## src/hdl/fsca_ram.sv

```systemverilog
module fsca_ram #(
    parameter int WIDTH = 8,
    parameter int DEPTH = 64
) (
    input  logic                     clk,
    input  logic                     we,
    input  logic [$clog2(DEPTH)-1:0] waddr,
    input  logic [WIDTH-1:0]         wdata,
    input  logic [$clog2(DEPTH)-1:0] raddr,
    output logic [WIDTH-1:0]         rdata
);

    logic [WIDTH-1:0] mem [DEPTH];

    always_ff @(posedge clk)
    begin
        if (we)
        begin
            mem[waddr] <= wdata;
        end
        rdata <= mem[raddr];
    end

endmodule

```

## config.mk

```make
export PLATFORM = sky130hd
export DESIGN_NAME = fsca_ram
export DESIGN_NICKNAME = d
export VERILOG_FILES = /design/src/hdl/fsca_ram.sv
export SDC_FILE = /design/constraint.sdc
export NUM_CORES = 1
export LEC_CHECK = 0
export BUFFER_PORTS_ARGS = -buffer_cell sky130_fd_sc_hd__buf_2
export CAP_MARGIN = 20
export CELL_PAD_IN_SITES_DETAIL_PLACEMENT = 1
export CELL_PAD_IN_SITES_GLOBAL_PLACEMENT = 1
export CORE_ASPECT_RATIO = 1.2
export CORE_MARGIN = 3
export CORE_UTILIZATION = 50
export CTS_CLUSTER_DIAMETER = 200
export DETAILED_ROUTE_END_ITERATION = 7
export MAX_ROUTING_LAYER = met4
export PLACE_DENSITY_LB_ADDON = 0.1
export RECOVER_POWER = 50
export SYNTH_ARGS = -nofsm -noshare
export SYNTH_HDL_FRONTEND = slang
export SYNTH_SLANG_ARGS = --single-unit
```

## constraint.sdc

```tcl
create_clock -name clk -period 2.07 [get_ports clk]
set_input_delay 0.414 -clock clk [delete_from_list [all_inputs] [get_ports clk]]
set_output_delay 0.414 -clock clk [all_outputs]
set_load 0.05 [all_outputs]
```

**Yosys cells after proc, flatten, opt, wreduce, memory -nomap -nowiden**

Memories as Yosys holds them, arrays and structs flattened. A register that Yosys moved wholly into a read port is not among the register bits.
Index checks and enable logic that the tools add are counted.

- RAM bits: 512
- Memories kept: 1
- Memory bits (read-only): 0
- Output and inout port bits: 8
- Flip-flop bits (word level): 0
- Bits of input ports: 22
- Latch bits: 0

- Magnitude comparators: 0
- Div/mod/pow operators: 0
- Equality and inequality tests: 0
- Add/subtract/negate cells: 0
- Reduce and logical (&&, ||, !) cells: 0
- Muxes and demuxes: 2
- Bitwise gates (word level): 0
- Multipliers: 0
- Shift operators: 0

Memories:

| memory | depth | bits a word | read ports | clocked after Yosys merged registers in | wr ports | line | RTL |
|---|---|---|---|---|---|---|---|
| mem | 64 | 8 | 1 | 1 | 1 | 13 | `logic [WIDTH-1:0] mem [DEPTH];` |

Operator list:

| operator | number |
|---|---|
| 1-bit two-way mux | 2 |

**Depth between registers and ports, before layout**

- Word-level depth: 2
- Depth in mapped cells: 9
- Gate-level depth less buffers: 5

**Worst setup path after synthesis**

No wires, ideal clock.

- Path type: input port to flip-flop
- From: in raddr[1]
- To: reg rdata[3], read port of mem
- Required time: 1.942 ns
- Setup time: 0.128 ns
- Arrival: 1.954 ns
- Path slack: -0.012 ns
- Stages: 7
- Cell sequence: buf_4 buf_2 buf_2 mux4_2 mux4_2 o21ai_1 o41ai_1

RTL lines:

| element | line | RTL |
|---|---|---|
| start, declared | 9 | `input logic [$clog2(DEPTH)-1:0] raddr,` |
| end, declared | 10 | `output logic [WIDTH-1:0] rdata` |

==> reports/metrics.csv <==
stage;metric;value;unit
run_status;outcome;finished with violations;
run_status;failed_checks;capacitance limit, slew limit;
sta;period_share;96.55;%
sta;rsz0062_at_grt;no;
detailed_routing;totalWireLength;48860;µm
power;combPwrFrac;5.8;%
die;die_h;226;µm
power;p_leak;7.712;nW
clock_tree;holdBufCountCts;0;
synthesis;synth_area_leaders;edfxtp_1 (76%), mux4_2 (14%), nor2_1 (1.5%), mux2i_1 (1.1%), dfxtp_1 (0.79%);
power;vdd_drop_max;799.0;µV
placement;placed_cell_area;22030;µm²
placement;hpwl;31720;µm
clock_tree;cts_tree;done;
worst_setup_path;worstPathArrival;2440;ps
cells_and_area;n_fill_cell;3388;
cells_and_area;final_layout_size_suffix_gt1_share;33.02;%
power;seq_power_share;53.1;%
synthesis;synth_area_leader_cell;edfxtp_1;
grt;grt_first_pass_wirelength;72880;µm
detailed_routing;vias;10132;
cells_and_area;fin_area;23650;µm²
sta;tns;0;ps
sta;setup_violations;0;
power;p_per_area;932.6;nW/µm²
placement;place_inst;1602;
grt;grtUsageTotal;24.16;%
sta;slew-limit-headroom;-29.51;%
flow_run;cap_violations;4;
clock_tree;cts_made_buffers;51;
cells_and_area;seq_area;15530;µm²
worst_setup_path;reg2reg_from;mem[21][2];
clock_tree;cts_setup_buffers;0;
detailed_routing;viasPerCell;5.956;
cells_and_area;layout_common_cells;edfxtp_1 (512), buf_4 (139), mux4_2 (126);
synthesis;synth_seq_cells;520;
cells_and_area;fin_util;60.11;%
power;total_power;0.02205;W
worst_setup_path;critPathLaunchType;input pin;
clock_tree;clkSlewWorstSetupHoldPaths;60;ps
cells_and_area;stdcell_count;1701;
die;rows;79;
cells_and_area;layout.cells.most_common;edfxtp_1;
sta;drv_slew;171;
synthesis;synth_top_area_share;76.24;%
synthesis;synthesis.area;20170;µm²
sta;fin_crit;1999;ps
worst_setup_path;endpoint;rdata[3];
clock_tree;cts_resized;0;
grt;grt_max_degree;65;
worst_setup_path;worstRegToRegCells;6;
synthesis;syn_inst;940;
placement;routabilityCongestion;0.8419;
power;intPower;0.01748;W
power;swShare;20.74;%
synthesis;ys_types;40;
worst_setup_path;cpPeakStageDelay;550;ps
cells_and_area;multi_input_area;4317;µm²
clock_tree;clock-sinks;520;
placement;portBuffers;29;
worst_setup_path;worstSetupStartpoint;raddr[0];
synthesis;ys_warn_count;0;
worst_setup_path;end_kind;flop;
grt;grt_antenna_before_repair;2;
grt;grt_pass1_vias;10816;
die;fp.dieW;189.3;µm
synthesis;synth_fp_nets;962;
clock_tree;ctsRootBufferMaster;clkbuf_16;
sta;hold_viol_final;0;
clock_tree;clkLatencyLatePin;570;ps
cells_and_area;nets;1153;
power;p_clk_share;41.1;%
grt;grt-ovfl-total;0;
sta;max_slew.worst_pin.slew;1943;ps
die;die_area;42790;µm²
die;initial_core_util;51.26;%
sta;fmax;0.5003;GHz
die;pin_count;30;
worst_setup_path;cp_max_fo;18;
synthesis;avgSynthCellArea;21.45;µm²
detailed_routing;drcViolationCount;0;
detailed_routing;initialDrtViolationCount;1101;
worst_setup_path;rrSetupSlack;90;ps
power;p_sw;0.004573;W
worst_setup_path;slowest_stage;mux4_2;
clock_tree;clockBufferDepth;3;
worst_setup_path;required;2510;ps
clock_tree;htree_levels;2;
worst_setup_path;path_cells;clkbuf_8 > buf_12 > buf_4 > mux4_2 > mux2i_1 > a21oi_1 > o21ai_1 > o41ai_1;
detailed_routing;ant_nets;0;
die;core_area;39340;µm²
hold_path;hold_path_class;input pin to flop;
worst_setup_path;criticalPathCategory;input pin to flop;
detailed_routing;drt_first_pass_iters;5;
synthesis;ys_seq_area_share;77.03;%
worst_setup_path;reg2reg_to;rdata[2];
sta;finalClockSkew;16.70;ps
detailed_routing;wl_per_cell;28.73;µm
cells_and_area;syn2layout_area_growth;17.25;%
[stage by stage]
stage | hold WS (ps) | worst slack, ps
finish | 258.0 | 71.38
global route | 273.5 | 10.32
CTS | 231.0 | 0.6921
detailed placement | 838.9 | -558.2
global placement | 839.1 | -524.0
floorplan | 512.9 | 16.02
[worst max-delay path: cells and delay by family]
family,cells,cell delay (ps)
AO/OA/AOI/OAI,3,460
buffers and inverters,3,700
multiplexers,2,840
[Yosys cell counts, drive strengths merged]
cell     instances
edfxtp         512
mux4           126
nor2            83
buf             34
mux2i           23
nand2           19
clkbuf          17
nor2b           14
mux2            13
nand3           13
dfxtp            8
o221ai           8
o22ai            8
nand2b           7
nor3             7
a221oi           6
a211oi           4
o21ai            4
a21oi            3
a22oi            3
nand3b           3
o2111ai          3
o2bb2ai          3
a2111oi          2
nand4            2
nor4             2
o21a             2
o221a            2
o32ai            2
o41ai            2
a31oi            1
and2             1
nand4b           1
o311ai           1
or3              1
[state kept, by name (all words and copies together) (netlist names)]
name   flops
mem      512
rdata      8
[routing by layer]
layer  vias up  wire length (µm)  global-route usage (%)
li1       4309                 -                       -
met1      5437             20270                   32.68
met2       300             24530                   38.33
met3        86              2506                   3.928
met4         0              1553                   7.872
met5         -                 0                       -
[layout make-up]
cell class | count | share of cell area, %
repair buffers | 189 | 6.350
flip-flops and latches | 520 | 65.70
diodes | 3 | 0.03175
well taps | 526 | 2.783
clock inverters | 25 | 1.021
clock buffers | 69 | 5.863
multi-input cells | 369 | 18.25
[power by group through the flow]
stage	sequential (W)	combinational [W]	clock, W
after floorplan	0.0120	0.000622	0
after global placement	0.0119	0.00126	0
after detailed placement	0.0119	0.00129	0
after CTS	0.0117	0.00130	0.00924
after global routing	0.0117	0.00137	0.00971
final	0.0117	0.00129	0.00907
[worst min path at each step]
stage,start,end,slack (ps),depth (start not counted)
floorplan,wdata[0],mem[0][0],510,0
global placement,mem[34][2],rdata[2],840,4
detailed placement,raddr[5],rdata[1],840,3
CTS,raddr[5],rdata[2],230,3
global route,raddr[5],rdata[1],270,3
finish,raddr[5],rdata[2],260,3
[cells by family after synthesis]
kind of cell | share of synthesized area (%)
buf+inv | 1.570
mux | 15.94
flops | 77.03
compound gates | 2.072
simple gates | 3.387
(Power assumes the default switching activity.)
