### src/hdl/fsca_pkg.sv
package fsca_pkg;

    localparam int GRID_SIZE_DEF = 64;

    typedef logic [1:0] cell_t;

    localparam cell_t CELL_INTACT  = 2'd0;
    localparam cell_t CELL_BURNING = 2'd1;
    localparam cell_t CELL_BURNED  = 2'd2;

    typedef logic [1:0] action_t;

    localparam action_t ACT_WRITE = 2'd0;
    localparam action_t ACT_STEP  = 2'd1;
    localparam action_t ACT_READ  = 2'd2;

    // Codes above burned are stored as burned
    function automatic cell_t clamp_cell(input cell_t v);
        cell_t r;
        r = (v > CELL_BURNED) ? CELL_BURNED : v;
        return r;
    endfunction

    function automatic cell_t next_cell(input cell_t v, input logic fire_near);
        cell_t r;
        if (v == CELL_INTACT && fire_near)
        begin
            r = CELL_BURNING;
        end
        else if (v == CELL_BURNING)
        begin
            r = CELL_BURNED;
        end
        else
        begin
            r = v;
        end
        return r;
    endfunction

endpackage

### src/hdl/fsca_row_rule.sv
module fsca_row_rule import fsca_pkg::*; #(
    parameter int GRID_SIZE = GRID_SIZE_DEF
) (
    input  logic [2*GRID_SIZE-1:0] above,
    input  logic [2*GRID_SIZE-1:0] centre,
    input  logic [2*GRID_SIZE-1:0] below,
    output logic [2*GRID_SIZE-1:0] next_row
);

    for (genvar c = 0; c < GRID_SIZE; c++)
    begin : g_col
        localparam int L = (c + GRID_SIZE - 1) % GRID_SIZE;
        localparam int R = (c + 1) % GRID_SIZE;

        logic fire_near;

        assign fire_near = (above[2*L +: 2]  == CELL_BURNING)
                        || (above[2*c +: 2]  == CELL_BURNING)
                        || (above[2*R +: 2]  == CELL_BURNING)
                        || (centre[2*L +: 2] == CELL_BURNING)
                        || (centre[2*R +: 2] == CELL_BURNING)
                        || (below[2*L +: 2]  == CELL_BURNING)
                        || (below[2*c +: 2]  == CELL_BURNING)
                        || (below[2*R +: 2]  == CELL_BURNING);

        assign next_row[2*c +: 2] = next_cell(centre[2*c +: 2], fire_near);
    end

endmodule

### config.mk
export PLATFORM = sky130hd
export DESIGN_NAME = fsca_row_rule
export DESIGN_NICKNAME = d
export VERILOG_FILES = /design/src/hdl/fsca_pkg.sv /design/src/hdl/fsca_row_rule.sv
export SDC_FILE = /design/constraint.sdc
export NUM_CORES = 1
export LEC_CHECK = 0
export BUFFER_PORTS_ARGS = -buffer_cell sky130_fd_sc_hd__buf_2
export CORE_AREA = 2 2 197 199
export DETAILED_ROUTE_END_ITERATION = 12
export DIE_AREA = 0 0 199 201
export MAX_ROUTING_LAYER = met4
export PLACE_DENSITY = 0.42
export SLEW_MARGIN = 20
export SYNTH_ARGS = -nofsm -noshare
export SYNTH_HDL_FRONTEND = slang
export SYNTH_SLANG_ARGS = --single-unit
### constraint.sdc
create_clock -name vclk -period 2.2
set_input_delay 0.33 -clock vclk [all_inputs]
set_output_delay 0.33 -clock vclk [all_outputs]
set_load 0.03 [all_outputs]
# ---- Word-level counts from Yosys, hierarchy flattened
# Index checks and enable logic that the tools add are counted.
dict set report totals {
  wordCells 896
  out_inout_bits 128
  regBits 0
  in_bits 384
}
dict set report op_classes {
  n_reduce_logical 576
  eq_ne 192
  muxes 128
}
# operator count
set ops {}
lappend ops {{$logic_or 1x1->1} 448}
lappend ops {{$eq 2x1->1 const B} 192}
lappend ops {{$mux 2} 128}
lappend ops {{$logic_not 2->1} 64}
lappend ops {{$logic_and 1x1->1} 64}

# ---- Longest topological paths before layout
# Gate-level depths: netlist of run 1.
dict set report depth {
  depth_word 10
  ltp_mapped 4
  ltp_nobuf 4
}

# ---- Worst setup path after synthesis of run 1
# OpenSTA, ideal clock, no wires.
dict set report synth_path {
  path_kind {input -> output}
  start {input port centre[0]}
  end {output port next_row[0]}
  required_time_ns 1.870
  n_path_buf 0
  arrival_time_ns 1.430
  cell_stages 2
  path_slack_ns 0.440
  path_cell_list {or2_2 o21ai_0}
}
dict set report synth_between {
  elab_chain_len 3
  elab_cells_between_ends 5
  classes_between {1 x eq/ne; 2 x mux; 2 x reduce/logical}
}
# item line
set synth_lines {}
lappend synth_lines {{start, declared} fsca_row_rule.sv:5} ;# input logic [2*GRID_SIZE-1:0] centre,
lappend synth_lines {{$eq 2x1->1 / $logic_not 2->1 (equally long branches)} {fsca_pkg.sv:30, fsca_pkg.sv:26}}
lappend synth_lines {{$mux 2 / $logic_and 1x1->1 (equally long branches)} {fsca_pkg.sv:30, fsca_pkg.sv:26}}
lappend synth_lines {{$mux 2 *} fsca_pkg.sv:26} ;# if (v == CELL_INTACT && fire_near)
lappend synth_lines {{end, declared} fsca_row_rule.sv:7} ;# output logic [2*GRID_SIZE-1:0] next_row
# Every way passes the cells marked *; elsewhere a longest branch is shown, timed or not.

# ---- Worst setup path in the final report of run 1
dict set report layout_path {
  start {input port centre[97]}
  end {output port next_row[94]}
}
dict set report layout_between {
  elab_chain_len 7
}
# item line
set layout_lines {}
lappend layout_lines {{$eq 2x1->1} fsca_row_rule.sv:21} ;# || (centre[2*R +: 2] == CELL_BURNING)
lappend layout_lines {{$logic_or 1x1->1} fsca_row_rule.sv:21}
lappend layout_lines {{$logic_or 1x1->1} fsca_row_rule.sv:22} ;# || (below[2*L +: 2] == CELL_BURNING)
lappend layout_lines {{$logic_or 1x1->1} fsca_row_rule.sv:23} ;# || (below[2*c +: 2] == CELL_BURNING)
lappend layout_lines {{$logic_or 1x1->1} fsca_row_rule.sv:24} ;# || (below[2*R +: 2] == CELL_BURNING);
lappend layout_lines {{$logic_and 1x1->1} fsca_pkg.sv:26}
lappend layout_lines {{$mux 2} fsca_pkg.sv:26}
# No other way between the ends.

==> results of run 1 <==
==> kinds of logic after synthesis <==
group,Yosys count,share of synthesized area
and+or+nand+nor,249,0.380
AOI/OAI and AO/OA,195,0.478
buffers and inverters,130,0.141
==> placed cells by master, fill, tap and decap left out, drive strengths merged <==
| cell | instances |
|---|---|
| nor4 | 22 |
| a21o | 2 |
| a2111oi | 41 |
| buf | 518 |
| o21ai | 65 |
| o221ai | 24 |
| nand2b | 59 |
| inv | 130 |
| nor2b | 5 |
| or2 | 65 |
| a22o | 39 |
| nor3 | 1 |
| o22ai | 24 |
| diode | 2 |
| nand2 | 97 |
==> stage by stage <==
| stage | cells | util |
|---|---|---|
| 5_1_grt | 1612 | 0.176 |
| 6_report | 1612 | 0.176 |
| 2_1_floorplan | 574 | - |
| 3_3_place_gp | 1610 | 0.176 |
| 4_1_cts | 1610 | 0.176 |
| 3_5_place_dp | 1610 | 0.176 |
==> layer usage <==
metal	global-route usage	vias to the layer above	wire [um]
li1	-	3097	-
met1	0.150	2826	10900
met2	0.210	252	12500
met3	0.0175	18	1810
met5	-	-	0
met4	0.0133	0	347
==> synthesized netlist by cell type (all sizes together) <==
| master | number |
|---|---|
| a22o | 39 |
| o221ai | 24 |
| nand2b | 59 |
| or2 | 65 |
| a21o | 2 |
| o22ai | 24 |
| inv | 130 |
| nand2 | 97 |
| o21ai | 65 |
| a2111oi | 41 |
| nor3 | 1 |
| nor2b | 5 |
| nor4 | 22 |
==> where the power goes <==
group	switching (mW)	internal, mW
clock network	0	0.000000122
registers	0	0
logic	0.974	0.619
total	0.974	0.619
==> how the worst max path moves through the flow <==
stage / start / to / slack [ns]
4_1_cts: centre[97] / next_row[94] / 0.11
6_report: centre[97] / next_row[94] / 0.12
5_1_grt: centre[97] / next_row[94] / 0.02
2_1_floorplan: centre[0] / next_row[0] / 0.44
3_5_place_dp: centre[97] / next_row[94] / 0.11
3_3_place_gp: centre[93] / next_row[90] / -0.008
==> layout make-up <==
type	count	area, sq um	area share
antenna	2	5.00	0.000745
tap	518	648	0.0965
multi-input combinational	444	2970	0.442
inverter	130	488	0.0727
timing repair buffer	518	2610	0.388
==> results_dict.tcl, run 1 <==
set metrics [dict create \
    post_cts_buffers 0 \
    max_slew_margin 0.595 \
    setup_viol 0 \
    crit_chain "buf_2, nand2b_1, o221ai_1, a2111oi_2, o21ai_1, buf_2" \
    design.seq.count 0 \
    worst_slack_ns 0.118 \
    die_w_um 199 \
    cp.depth 6 \
    hold_viol_final 0 \
    cp_slowest_cell "a2111oi_2" \
    hold_path.class "primary input to output port" \
    critPathRequiredTime_ns 1.87 \
    vdd_ir_drop_max_uv 82.9 \
    dieArea_sq_mm 0.0400 \
    io_buffers 512 \
    syn_nets 958 \
    area_delta_synth_final_pct 94.4 \
    synth_top_area_cell "a2111oi_2" \
    grt-ovfl-total 0 \
    clkbuf_count 0 \
    initial_core_util 0.0906 \
    ys_seq_area_frac 0 \
    drc 0 \
    dr_total_vias 6193 \
    path_buf_inv 2 \
    fill_cells 4499 \
    syn_area_sq_mm 0.00345 \
    first_pass_iters 5 \
    holdPathEnd "next_row[94]" \
    maxSlewViolCount 0 \
    cap_violations 0 \
    io_pins 512 \
    p_total_mw 1.59 \
    regArea_sq_um 0 \
    grt_usage 0.120 \
    crit_family "compound AO/OA/AOI/OAI gates" \
    core_region_area_sq_mm 0.0381 \
    status "finished, final reports clean" \
    pre_cts_ws_ns 0.115 \
    fmax_ghz 0.480 \
    cp_common_cell "buf_2" \
    cp-start-kind "primary input" \
    crit_fanout 3 \
    die_h_um 201 \
    hold_start "centre[94]" \
    worstMarginPinSlew_ns 0.607 \
    gp_congestion 1.01 \
    grt_pass1_wl_um 35100 \
    period_share 0.946 \
    min_period_ns 2.08 \
    drt_iter0_markers 282 \
    synth_top_cells_by_area "a2111oi_2 17%, inv_1 14%, or2_2 12%, nand2b_1 11%, nand2_1 11%" \
    viasPerCell 3.84 \
    rsz0062_at_grt "false" \
    antenna_found_initial 2 \
    p_leak_nw 3.70 \
    critical_path_arrival_ns 1.75 \
    grt_pass1_vias 6046 \
    worstHoldPathCells 4 \
    p_per_area_mw_per_mm2 237 \
    nets 1478 \
    avgSynthCellArea_sq_um 6.02 \
    yosysWarnings 0 \
    ant_nets 0 \
    fin_area_sq_mm 0.00671 \
    synthDistinctLibCells 17 \
    finalWirelength_um 25500 \
    placed_cell_area_sq_mm 0.00671 \
    synth_top_area_frac 0.170 \
    cpPeakStageDelay_ns 0.40 \
    finalHoldWorstSlack_ns 1.03 \
    cts_resized 0 \
    grt_start_max_net_pins 4 \
    drt-wirelength-per-cell_um 15.8 \
    cp-end-kind "output port" \
    holdBufCountCts 0 \
    critPathKind "primary input to output port" \
    dp_hpwl_um 24400 \
    drive_above_1_share 0.570 \
    synth_cells 574 \
    rows 72 \
    final.setup.tns_ns 0 \
]
No activity file was read; power rests on OpenSTA's default activity.
==> run 2, diff against run 1 <==
--- a/config.mk
+++ b/config.mk
@@ -12,3 +12,3 @@
 export MAX_ROUTING_LAYER = met4
-export PLACE_DENSITY = 0.42
+export PLACE_DENSITY = 0.39
 export SLEW_MARGIN = 20
==> constraint.sdc (replaced) <==
create_clock -name vclk -period 2.2
set_input_delay 0.33 -clock vclk [all_inputs]
set_output_delay 0.33 -clock vclk [all_outputs]
set_load 0.1 [all_outputs]
==> results_dict.tcl, run 2 (synthesized netlist as in run 1, its figures left out) <==
set metrics [dict create \
    rows 72 \
    fmax_ghz 0.476 \
    cp-startpoint "above[96]" \
    die_h_um 201 \
    final_cells 1613 \
    final_common_cell "buf_2" \
    rsz0062_at_grt "false" \
    p_int_uw 717 \
    drt-wirelength-per-cell_um 15.5 \
    regArea_sq_um 0 \
    area_delta_synth_final_pct 108 \
    drive_above_1_share 0.629 \
    nets 1481 \
    grt_pass1_wl_um 35200 \
    dp_hpwl_um 24100 \
    holdBufCountCts 0 \
    grt_use_met2 0.213 \
    hold_start "centre[92]" \
    worst_slack_ns 0.0984 \
    dp.cells 1613 \
    status "finished, final reports clean" \
    maxSlewViolCount 0 \
    grt-ovfl-total 0 \
    grt_start_max_net_pins 4 \
    power_frac_comb 1.000 \
    clkPwrFrac 0 \
    hold_path.class "primary input to output port" \
    setup_viol 0 \
    die_w_um 199 \
    pre_cts_ws_ns 0.0669 \
    gp_congestion 0.937 \
    use_met3 0.00823 \
    ant_nets 0 \
    diodes 0 \
    period_share 0.955 \
    fill_cells 4516 \
    core_region_area_sq_mm 0.0381 \
    design.seq.count 0 \
    cp-start-kind "primary input" \
    cpPeakStageDelay_ns 0.47 \
    first_pass_iters 5 \
    drc 0 \
    worstMarginPinSlew_ns 0.682 \
    post_cts_buffers 0 \
    multi_input_comb_area_sq_mm 0.00321 \
    initial_core_util 0.0906 \
    io_pins 512 \
    p_leak_nw 3.87 \
    busiest_layer "met2" \
    seqPwrFrac 0 \
    cap_violations 0 \
    swShare 0.725 \
    cp_common_cell "buf_2" \
    mostFrequentLayoutCells "498 x buf_2, 130 x inv_1, 97 x nand2_1" \
    drt_iter0_markers 208 \
    grt_pass1_vias 6038 \
    critical_path_arrival_ns 1.77 \
    clkbuf_count 0 \
    max_slew_margin 0.545 \
    final.setup.tns_ns 0 \
    hold_viol_final 0 \
    antenna_found_initial 0 \
    cp_slowest_cell "buf_2" \
    finalWirelength_um 25000 \
    crit_chain "buf_2, inv_1, o22ai_1, nor4_1, buf_4, o21ai_2, buf_2" \
    viasPerCell 3.80 \
    cp-end-kind "output port" \
    critPathRequiredTime_ns 1.87 \
    dieArea_sq_mm 0.0400 \
    critPathKind "primary input to output port" \
    min_period_ns 2.10 \
    crit_fanout 2 \
    grt_usage 0.119 \
    switching_power_mw 1.89 \
    cts_resized 0 \
    vdd_ir_drop_max_uv 194 \
    p_per_area_mw_per_mm2 363 \
    dr_total_vias 6122 \
    gr-usage-met1 0.151 \
    io_buffers 512 \
]
[run 2: cell types whose count changed in the layout (fill, tap and decap cells not counted), sizes merged]
cell   before  now
diode       2    0
buf       518  521
[run 2: worst paths after layout]
path / to / slack (ns) / depth (start not counted)
max: next_row[96] / 0.1 / 7
min: next_row[92] / 1.07 / 4
[run 2: power by group through the flow]
stage                     combinational, mW  sequential [mW]  clock, mW
after floorplan                        1.77                0          0
after global placement                 2.61                0          0
after detailed placement               2.62                0          0
after CTS                              2.63                0          0
after global routing                   2.74                0          0
final                                  2.61                0          0
[run 2: per-layer routing]
metal  routed length, um  part of all wire
met1               11100              0.44
met2               12600              0.50
met3                1150             0.046
met4                 206            0.0082
met5                   0                 0
[run 2: worst max-delay path, delay by kind of cell]
family                 cells  cell delay, ns
AOI/OAI and AO/OA          2            0.56
buffers and inverters      4            0.75
and+or+nand+nor            1            0.11
[run 2: final cells by class]
cell class | count | area share
multi-input cells | 444 | 0.446
repair buffers | 521 | 0.395
well taps | 518 | 0.0902
inverters | 130 | 0.0679
[run 2: metrics by stage]
stage	power [mW]	util	cell area (sq um)	hold WS, ns
3_5_place_dp	2.62	0.188	7180	1.06
6_report	2.61	0.188	7180	1.07
3_3_place_gp	2.61	0.188	7180	1.06
4_1_cts	2.63	0.188	7180	1.07
5_1_grt	2.74	0.188	7180	1.08
2_1_floorplan	1.77	-	3690	1.01
